$ cat config.mk
export PLATFORM = sky130hd
export DESIGN_NAME = ictm_mshr
export DESIGN_NICKNAME = d
export VERILOG_FILES = /design/src/hw/rtl/icache_tag_and_miss_tracker_assert.svh /design/src/hw/rtl/ictm_pkg.sv /design/src/hw/rtl/ictm_mshr.sv
export SDC_FILE = /design/constraint.sdc
export NUM_CORES = 1
export LEC_CHECK = 0
export ABC_AREA = 1
export BUFFER_PORTS_ARGS = -buffer_cell sky130_fd_sc_hd__buf_4
export CAP_MARGIN = 10
export CORE_MARGIN = 5
export CORE_UTILIZATION = 30
export DETAILED_ROUTE_END_ITERATION = 12
export GPL_ROUTABILITY_DRIVEN = 0
export SETUP_SLACK_MARGIN = 0.1
export SYNTH_ARGS = -nofsm -noshare
export SYNTH_HDL_FRONTEND = slang
export SYNTH_SLANG_ARGS = --single-unit
export TNS_END_PERCENT = 5
$ cat constraint.sdc
create_clock -name clk -period 10.5 [get_ports clk]
set_clock_uncertainty 0.1 [all_clocks]
set_input_delay 1.575 -clock clk [delete_from_list [all_inputs] [get_ports clk]]
set_output_delay 1.575 -clock clk [all_outputs]
set_load 0.01 [all_outputs]
$ cat src/hw/rtl/icache_tag_and_miss_tracker_assert.svh
// Assertion macros shared by the icache tag and miss tracker RTL.
`ifndef ICACHE_TAG_AND_MISS_TRACKER_ASSERT_SVH
`define ICACHE_TAG_AND_MISS_TRACKER_ASSERT_SVH

`ifndef ASSERT_OFF
// Checked on every rising edge of clk, switched off while in reset.
`define ICTM_ASSERT(lbl, prop, msg) \
  lbl: assert property (@(posedge clk) disable iff (!rst_n) prop) else $error(msg);
// Checked on every rising edge of clk, reset included.
`define ICTM_ASSERT_RST(lbl, prop, msg) \
  lbl: assert property (@(posedge clk) prop) else $error(msg);
`else
`define ICTM_ASSERT(lbl, prop, msg)
`define ICTM_ASSERT_RST(lbl, prop, msg)
`endif

`endif

$ cat src/hw/rtl/ictm_pkg.sv
// Shared constants, types and helper functions of the icache tag and miss tracker.
`default_nettype none

package ictm_pkg;

  localparam int SETS         = 32;
  localparam int WAYS         = 4;
  localparam int LINE_BYTES   = 64;
  localparam int MSHR_ENTRIES = 4;
  localparam int ADDR_BITS    = 32;

  localparam int FIELD_W  = 32;
  localparam int EFF_BITS = (ADDR_BITS < FIELD_W) ? ADDR_BITS : FIELD_W;
  localparam int OFF_W    = $clog2(LINE_BYTES);
  localparam int SET_LOG  = $clog2(SETS);
  localparam int SET_W    = (SET_LOG > 0) ? SET_LOG : 1;
  localparam int WAY_LOG  = $clog2(WAYS);
  localparam int WAY_W    = (WAY_LOG > 0) ? WAY_LOG : 1;
  localparam int SLOT_LOG = $clog2(MSHR_ENTRIES);
  localparam int SLOT_W   = (SLOT_LOG > 0) ? SLOT_LOG : 1;
  localparam int LINE_W   = EFF_BITS - OFF_W;
  localparam int LTAG_W   = LINE_W - SET_LOG;
  localparam int WTAG_W   = FIELD_W + LTAG_W;

  localparam logic [FIELD_W-1:0] ADDR_MASK = {FIELD_W{1'b1}} >> (FIELD_W - EFF_BITS);
  localparam logic [15:0]        LFSR_SEED = 16'hACE1;

  typedef enum logic [1:0] {
    ACT_FETCH = 2'd0,
    ACT_FILL  = 2'd1,
    ACT_INVAL = 2'd2,
    ACT_NOP   = 2'd3
  } action_t;

  typedef logic [FIELD_W-1:0]           root_t;
  typedef logic [LINE_W-1:0]            line_t;
  typedef logic [WTAG_W-1:0]            wtag_t;
  typedef logic [WAYS-1:0][WTAG_W-1:0]  way_row_t;

  // tag RAM write / clear request
  typedef struct packed {
    logic              en;
    logic              clr;
    logic [SET_W-1:0]  set;
    logic [WAY_W-1:0]  way;
    wtag_t             tag;
  } tram_wr_t;

  // miss slot read port
  typedef struct packed {
    logic  valid;
    line_t line;
    root_t root;
  } mshr_rd_t;

  // miss slot match / free search
  typedef struct packed {
    logic              match;
    logic              free_found;
    logic [SLOT_W-1:0] free_idx;
  } mshr_look_t;

  // miss slot update
  typedef struct packed {
    logic              alloc;
    logic              retire;
    logic              clr;
    logic [SLOT_W-1:0] idx;
    line_t             line;
    root_t             root;
  } mshr_ctl_t;

  function automatic logic [SET_W-1:0] line_set(input line_t line);
    return SET_W'(line % SETS);
  endfunction

  function automatic logic [LTAG_W-1:0] line_tag(input line_t line);
    return LTAG_W'(line / SETS);
  endfunction

  function automatic wtag_t pack_tag(input root_t root, input line_t line);
    return {root, line_tag(line)};
  endfunction

  // Fibonacci LFSR, taps 16,14,13,11
  function automatic logic [15:0] lfsr_next(input logic [15:0] v);
    logic b;
    b = v[0] ^ v[2] ^ v[3] ^ v[5];
    return {b, v[15:1]};
  endfunction

endpackage

`default_nettype wire

$ cat src/hw/rtl/ictm_mshr.sv
// Miss slot file: valid bits, line and root per slot, merge match and free-slot search.
`default_nettype none

module ictm_mshr (
  input  logic                        clk,
  input  logic                        rst_n,
  input  logic [ictm_pkg::SLOT_W-1:0] rd_idx,
  output ictm_pkg::mshr_rd_t          rd,
  input  ictm_pkg::line_t             lk_line,
  input  ictm_pkg::root_t             lk_root,
  output ictm_pkg::mshr_look_t        look,
  input  ictm_pkg::mshr_ctl_t         ctl
);
  import ictm_pkg::*;

  logic [MSHR_ENTRIES-1:0] vld_r;
  line_t                   line_r [MSHR_ENTRIES];
  root_t                   root_r [MSHR_ENTRIES];

  always_ff @(posedge clk) begin
    if (!rst_n) begin
      vld_r <= '0;
    end else if (ctl.clr) begin
      vld_r <= '0;
    end else begin
      if (ctl.alloc)  vld_r[ctl.idx] <= 1'b1;
      if (ctl.retire) vld_r[ctl.idx] <= 1'b0;
    end
  end

  always_ff @(posedge clk) begin
    if (ctl.alloc) begin
      line_r[ctl.idx] <= ctl.line;
      root_r[ctl.idx] <= ctl.root;
    end
  end

  assign rd.valid = vld_r[rd_idx];
  assign rd.line  = line_r[rd_idx];
  assign rd.root  = root_r[rd_idx];

  always_comb begin
    look = '0;
    for (int i = 0; i < MSHR_ENTRIES; i++) begin
      if (vld_r[i] && line_r[i] == lk_line && root_r[i] == lk_root) look.match = 1'b1;
      if (!vld_r[i] && !look.free_found) begin
        look.free_found = 1'b1;
        look.free_idx   = SLOT_W'(i);
      end
    end
  end

endmodule

`default_nettype wire

Yosys cells after proc, flatten, opt, wreduce, memory -nomap -nowiden
Memories as Yosys holds them, arrays and structs flattened.
Cells that the tools add are included.

word-level totals
  bits in registers = 4
  RAM bits = 232
  bits of input ports = 125
  output and inout bits = 63
  logic and storage cells = 55
  memories = 2

memories
  name    depth  bits a word  rd ports  clocked after memory_dff  wr ports  line             text
  root_r  4      32           5         0                         1         ictm_mshr.sv:18  root_t root_r [MSHR_ENTRIES];
  line_r  4      26           5         0                         1         ictm_mshr.sv:17  line_t line_r [MSHR_ENTRIES];

cells by class
  $lt $le $gt $ge = 3
  eq/ne operators = 8
  muxes and demuxes = 18
  bitwise gates (word level) = 4
  reduce and logical (&&, ||, !) cells = 19

operator list
  operator                                                            count
  equality test 32 bit                                                4
  equality test 26 bit                                                4
  two-way mux 4 bit                                                   4
  logical AND 1 bit                                                   12
  two-way mux 3 bit                                                   4
  two-way mux 1 bit                                                   8
  zero test 1 bit                                                     6
  less-than comparator 2 x 3 -> 1 bit (second input constant)         2
  AND 4 bit                                                           1
  inverter 4 bit                                                      1
  bitwise OR 4 bit                                                    1
  binary-select mux 1 bit (select 2 bit)                              1
  demux 1 bit (select 2 bit)                                          1
  greater-or-equal comparator 2 x 1 -> 1 bit (second input constant)  1
  OR reduction 2 bit                                                  1
  inverter 1 bit                                                      1

Depth between registers and ports, before layout
Gate-level depths: netlist of run 1.

  word-level depth = 10
  mapped depth = 13
  gate-level depth less buffers = 12

Worst setup path before layout of run 1
Ideal clock, no wire load.

  path kind = input to register
  start point = input port ctl[59] (netlist bit)
  end point = memory line_r[2][0] (netlist bit), enable pin
  library setup time = 0.475 ns
  data arrival time = 4.348 ns
  data required time = 9.925 ns
  setup slack = 5.577 ns
  stages = 3
  buffers on the path = 0
  cell sequence = inv_1 -> or2_2 -> nor2_1

RTL lines
  what             line             text
  start, declared  ictm_mshr.sv:12  input ictm_pkg::mshr_ctl_t ctl
  end, declared    ictm_mshr.sv:17

Straight into the memory's write port.

==> results of run 1 <==
-- cell usage in the layout, fill, tap and decap left out, drive strengths merged --
cell type / n
nor2: 204
inv: 211
clkinvlp: 1
diode: 9
xnor2: 36
dfxtp: 4
nand2: 558
clkbuf: 34
o22ai: 22
clkinv: 9
nand3: 4
a21oi: 98
or2: 1
o21ai: 166
buf: 194
edfxtp: 232
bufinv: 5
a21boi: 1
xor2: 6
nand4: 1
-- flip-flops by register name, indices dropped and copies added (netlist names) --
signal,count
line_r,104
root_r,128
vld_r,4
-- through the flow --
stage	instances	utilization (%)
2_1_floorplan	1587	-
3_3_place_gp	2277	35.0
3_5_place_dp	2277	35.0
4_1_cts	2326	37.2
5_1_grt	2329	37.2
6_report	2335	37.2
-- layout make-up --
| class | count | area share, % |
|---|---|---|
| well taps | 539 | 4.31 |
| multi-input cells | 1097 | 30.4 |
| inverters | 211 | 5.07 |
| flip-flops and latches | 236 | 45.0 |
| repair buffers | 194 | 9.30 |
| clock inverters | 15 | 1.25 |
| diodes | 9 | 0.144 |
| clock buffers | 34 | 4.55 |
-- cells by family (layout without fill, tap and decap cells) --
group	after synthesis	after routing	synth area share, %
AND/OR/NAND/NOR	768	768	22.7
flip-flops	236	236	55.2
buffers and inverters	254	454	7.74
XOR/XNOR	42	42	2.88
AO/OA/AOI/OAI	287	287	11.5
other	0	9	0
-- critical path, cell delays in order --
cell and delay [ps]:
buf_4 260, inv_4 540, buf_4 750, o21ai_0 210, o22ai_1 290, buf_4 180
-- report_power, final --
group	internal (mW)	switching [mW]	total (mW)
combinational	0.123	0.219	0.342
sequential	1.09	0.0371	1.12
clock	0.599	0.383	0.982
total	1.81	0.639	2.45
-- worst paths after layout --
| kind | to | cells past startpoint |
|---|---|---|
| worst max-delay path | rd[45] | 6 |
| worst min-delay path | vld_r[2]$_SDFF_PP0_ | 2 |
| worst max register to register | vld_r[1]$_SDFF_PP0_ | 2 |
| worst min register to register | vld_r[2]$_SDFF_PP0_ | 2 |
-- metal layers --
layer  vias to the layer above  GRT usage, %  wire, um
met3                        99          6.25      6230
met4                         4          7.02      1900
met2                       652          32.2     22400
li1                       5465             -         -
met1                      5365          27.9     20300
met5                         -             0        14
==> results.sh, run 1 <==
export IMPL_status="finished, final reports clean"
export IMPL_area_growth_pct=22.7
export IMPL_setup_ws_ps=4890
export IMPL_ys_warnings_count=0
export IMPL_numCtsBuffers=27
export IMPL_synth_top_area_share_pct=54.6
export IMPL_drt_wl_total_um=50900
export IMPL_grt_pass1_wl_um=72400
export IMPL_grt_usage_pct=20.8
export IMPL_drt_vias_per_instance=4.96
export IMPL_synth_most_common_cell="nand2_1"
export IMPL_drv_slew=0
export IMPL_cts_sinks=236
export IMPL_cap_violations=0
export IMPL_tritoncts="built"
export IMPL_crit_start="rd_idx[0]"
export IMPL_reg2reg_from="vld_r[1]$_SDFF_PP0_"
export IMPL_fin_nets=1892
export IMPL_synthCells=1587
export IMPL_p_per_area_nw_per_um2=156
export IMPL_synth_cell_types=21
export IMPL_start_util_pct=30.4
export IMPL_gr_total_overflow=0
export IMPL_htreeDepth=1
export IMPL_die_x_um=216
export IMPL_vias=11600
export IMPL_avgSynthCellArea_um2=8.04
export IMPL_ir_worst_vdd_mv=0.104
export IMPL_port_buffers=187
export IMPL_max_slew_margin_pct=29.4
export IMPL_wire_per_inst_um=21.8
export IMPL_end_kind="primary output"
export IMPL_hold_viol=0
export IMPL_finalSetupViolCount=0
export IMPL_die_h_um=216
export IMPL_synth_area_top_cells="edfxtp_1 (55%), nand2_1 (16%), o21ai_0 (6.4%), nor2_1 (6.0%), inv_1 (5.8%)"
export IMPL_syn_area_um2=12800
export IMPL_ys_ff_latch=236
export IMPL_dp_hpwl_um=39000
export IMPL_crit_fanout=93
export IMPL_drtIter0Drc=1426
export IMPL_grt_max_degree=94
export IMPL_crit_arrival_ps=3930
export IMPL_drive_gt1_share_pct=14.0
export IMPL_fin_crit_ps=5610
export IMPL_period_share_pct=53.4
export IMPL_netlist_top_cells_count="nand2_1 (558), edfxtp_1 (232), nor2_1 (204), inv_1 (196), o21ai_0 (163)"
export IMPL_worst_ep_required_time_ps=8830
export IMPL_hold_buffers=0
export IMPL_fmax_mhz=178
export IMPL_p_leak_nw=6.87
export IMPL_ios=188
export IMPL_coreArea_um2=42000
export IMPL_multiInputGateArea_um2=4760
export IMPL_reg2reg_slack_ps=9500
export IMPL_critPathKind="in -> out"
export IMPL_syn_nets=1712
export IMPL_antenna_found_initial=6
export IMPL_clkLatencyLatePin_ps=530
export IMPL_final_area_um2=15700
export IMPL_die_area_um2=46800
export IMPL_async_flop_share_pct=0
export IMPL_tightest_slew_ps=1060
export IMPL_hp_start="vld_r[2]$_SDFF_PP0_"
export IMPL_power_mw=2.45
export IMPL_rsz0062_at_grt="false"
export IMPL_synth_edf_count=232
export IMPL_place_area_um2=14700
export IMPL_clk_pin_slew_ps=60
export IMPL_crit_path_start_kind="primary input"
export IMPL_ff_latch_area_um2=7050
export IMPL_ys_flop_type="edfxtp_1"
export IMPL_cts_root_buf="clkbuf_16"
export IMPL_post_cts_resized=0
export IMPL_first_global_vias=11000
export IMPL_seq_area_frac_synth_pct=55.2
export IMPL_drc=0
export IMPL_dr_pass1_iters=6
export IMPL_dpl_worst_slack_ps=4930
export IMPL_fill_cells=4304
export IMPL_cts_setup_buffers=0
export IMPL_cts_buffer_depth=3
export IMPL_yosysTopAreaCell="edfxtp_1"
export IMPL_rows=75
export IMPL_min_path_type="reg -> reg"
export IMPL_hold_slack_ps=534
export IMPL_ant_nets=0
export IMPL_setup_tns_ps=0
(Power assumes the default switching activity.)
==> run 2, diff against run 1 <==
==> constraint.sdc (replaced) <==
create_clock -name clk -period 4.7 [get_ports clk]
set_clock_uncertainty 0.1 [all_clocks]
set_input_delay 0.705 -clock clk [delete_from_list [all_inputs] [get_ports clk]]
set_output_delay 0.705 -clock clk [all_outputs]
set_load 0.01 [all_outputs]
==> results.sh, run 2 (synthesis gave the netlist of run 1 again) <==
export IMPL_largestRegisters="root_r: 128 flops, line_r: 104 flops, vld_r: 4 flops"
export IMPL_die_h_um=216
export IMPL_cp_top_family="buffers and inverters"
export IMPL_dp_hpwl_um=38200
export IMPL_cap_violations=0
export IMPL_hold_buffers=0
export IMPL_drt_wl_total_um=49900
export IMPL_largest_register="root_r"
export IMPL_crit_path_start_kind="primary input"
export IMPL_grt_usage_pct=20.2
export IMPL_clockPowerShare_pct=39.2
export IMPL_drtIter0Drc=1327
export IMPL_die_area_um2=46800
export IMPL_end_kind="primary output"
export IMPL_p_comb_share_pct=14.2
export IMPL_crit_chain="buf_4 > inv_2 > buf_4 > o21ai_0 > a21oi_1 > a21oi_1 > buf_4"
export IMPL_grt_pass1_wl_um=70600
export IMPL_numCtsBuffers=26
export IMPL_cts_sinks=236
export IMPL_critPathKind="in -> out"
export IMPL_p_per_area_nw_per_um2=344
export IMPL_wire_per_inst_um=21.4
export IMPL_seqPwrFrac_pct=46.6
export IMPL_start_util_pct=30.4
export IMPL_first_global_vias=10900
export IMPL_clk_pin_slew_ps=60
export IMPL_rr_worst_depth=2
export IMPL_p_leak_nw=6.88
export IMPL_hold_viol=0
export IMPL_drt_vias_per_instance=4.98
export IMPL_area_growth_pct=22.6
export IMPL_cts_root_buf="clkbuf_16"
export IMPL_ir_worst_vdd_mv=0.271
export IMPL_drv_slew=0
export IMPL_switching_share_pct=26.4
export IMPL_crit_slowest_cell="buf_4"
export IMPL_ios=188
export IMPL_finalSetupViolCount=0
export IMPL_cts_buffer_depth=3
export IMPL_fin_crit_ps=3330
export IMPL_fin_nets=1893
export IMPL_layout_common_cells="nand2_1 (558), edfxtp_1 (232), nor2_1 (200)"
export IMPL_min_path_cells=1
export IMPL_cpMostUsedCell="buf_4"
export IMPL_cts_setup_buffers=0
export IMPL_post_cts_resized=0
export IMPL_p_switching_mw=1.42
export IMPL_port_buffers=187
export IMPL_hp_start="ctl[51]"
export IMPL_dr_pass1_iters=6
export IMPL_rows=75
export IMPL_die_x_um=216
export IMPL_clkLatencyLatePin_ps=530
export IMPL_reg2reg_slack_ps=3760
export IMPL_tritoncts="built"
export IMPL_whs_endpoint="line_r[1][19]$_DFFE_PP_"
export IMPL_reg2reg_from="vld_r[3]$_SDFF_PP0_"
export IMPL_cpPeakStageDelay_ps=500
export IMPL_antenna_found_initial=3
export IMPL_tightest_slew_ps=1070
export IMPL_hold_slack_ps=262
export IMPL_max_slew_margin_pct=28.8
export IMPL_crit_fanout=44
export IMPL_setup_tns_ps=0
export IMPL_crit_arrival_ps=2530
export IMPL_worst_ep_required_time_ps=3890
export IMPL_min_path_type="in -> reg"
export IMPL_timing_rr_end="vld_r[3]$_SDFF_PP0_"
export IMPL_internal_power_mw=3.97
export IMPL_coreArea_um2=42000
export IMPL_largest_reg_flops=128
export IMPL_ant_nets=0
export IMPL_drive_gt1_share_pct=14.4
export IMPL_final_common_cell="nand2_1"
export IMPL_period_share_pct=70.9
export IMPL_htreeDepth=1
export IMPL_status="finished, final reports clean"
export IMPL_cp_num_buf_inv=4
export IMPL_grt_max_degree=78
export IMPL_rsz0062_at_grt="false"
export IMPL_fmax_mhz=300
export IMPL_drc=0
export IMPL_gr_total_overflow=0
export IMPL_vias=11600
run 2: how the worst max path moves through the flow:
stage,to,depth (start not counted),from
after global routing,rd[9],7,rd_idx[1]
after CTS,rd[10],7,rd_idx[1]
after floorplan,line_r[2][0]$_DFFE_PP_,3,ctl[59]
after global placement,rd[49],7,rd_idx[1]
final,rd[10],7,rd_idx[1]
after detailed placement,rd[49],7,rd_idx[1]
run 2: through the flow:
stage | utilization, % | total power [mW] | cell area (um^2) | instances | setup slack, ps
finish | 37.2 | 5.39 | 15600 | 2327 | 1370
detailed placement | 35.1 | 3.31 | 14800 | 2279 | 1400
global route | 37.2 | 5.57 | 15600 | 2326 | 1210
floorplan | - | 2.90 | 12800 | 1587 | 647
CTS | 37.2 | 5.40 | 15600 | 2326 | 1380
global placement | 35.1 | 3.30 | 14800 | 2279 | 1410
run 2: metal layers:
| metal | up-vias | track usage, % | wire (um) |
|---|---|---|---|
| met5 | - | 0 | 21 |
| met4 | 4 | 6.53 | 1840 |
| met3 | 101 | 4.56 | 4810 |
| met2 | 593 | 32.5 | 22600 |
| met1 | 5442 | 27.4 | 20600 |
| li1 | 5454 | - | - |
run 2: worst register-to-register path, stage by stage (launching register included):
cell     delay [ps]
dfxtp_1         510
o22ai_1         140
nor2_1          120
run 2: power groups by stage:
stage                     logic [mW]  clock network, mW  registers [mW]
after floorplan                0.376                  0            2.52
after global placement         0.752                  0            2.55
after detailed placement       0.759                  0            2.55
after CTS                      0.763               2.13            2.51
after global routing           0.835               2.22            2.52
final                          0.765               2.11            2.51
run 2: final cells by class:
class / instances / area (um^2)
inverters: 211 / 795
flip-flops and latches: 236 / 7050
clock buffers: 29 / 683
clock inverters: 18 / 193
diodes: 1 / 2.50
fillers: 4303 / 26400
repair buffers: 196 / 1500
multi-input cells: 1097 / 4760
well taps: 539 / 674
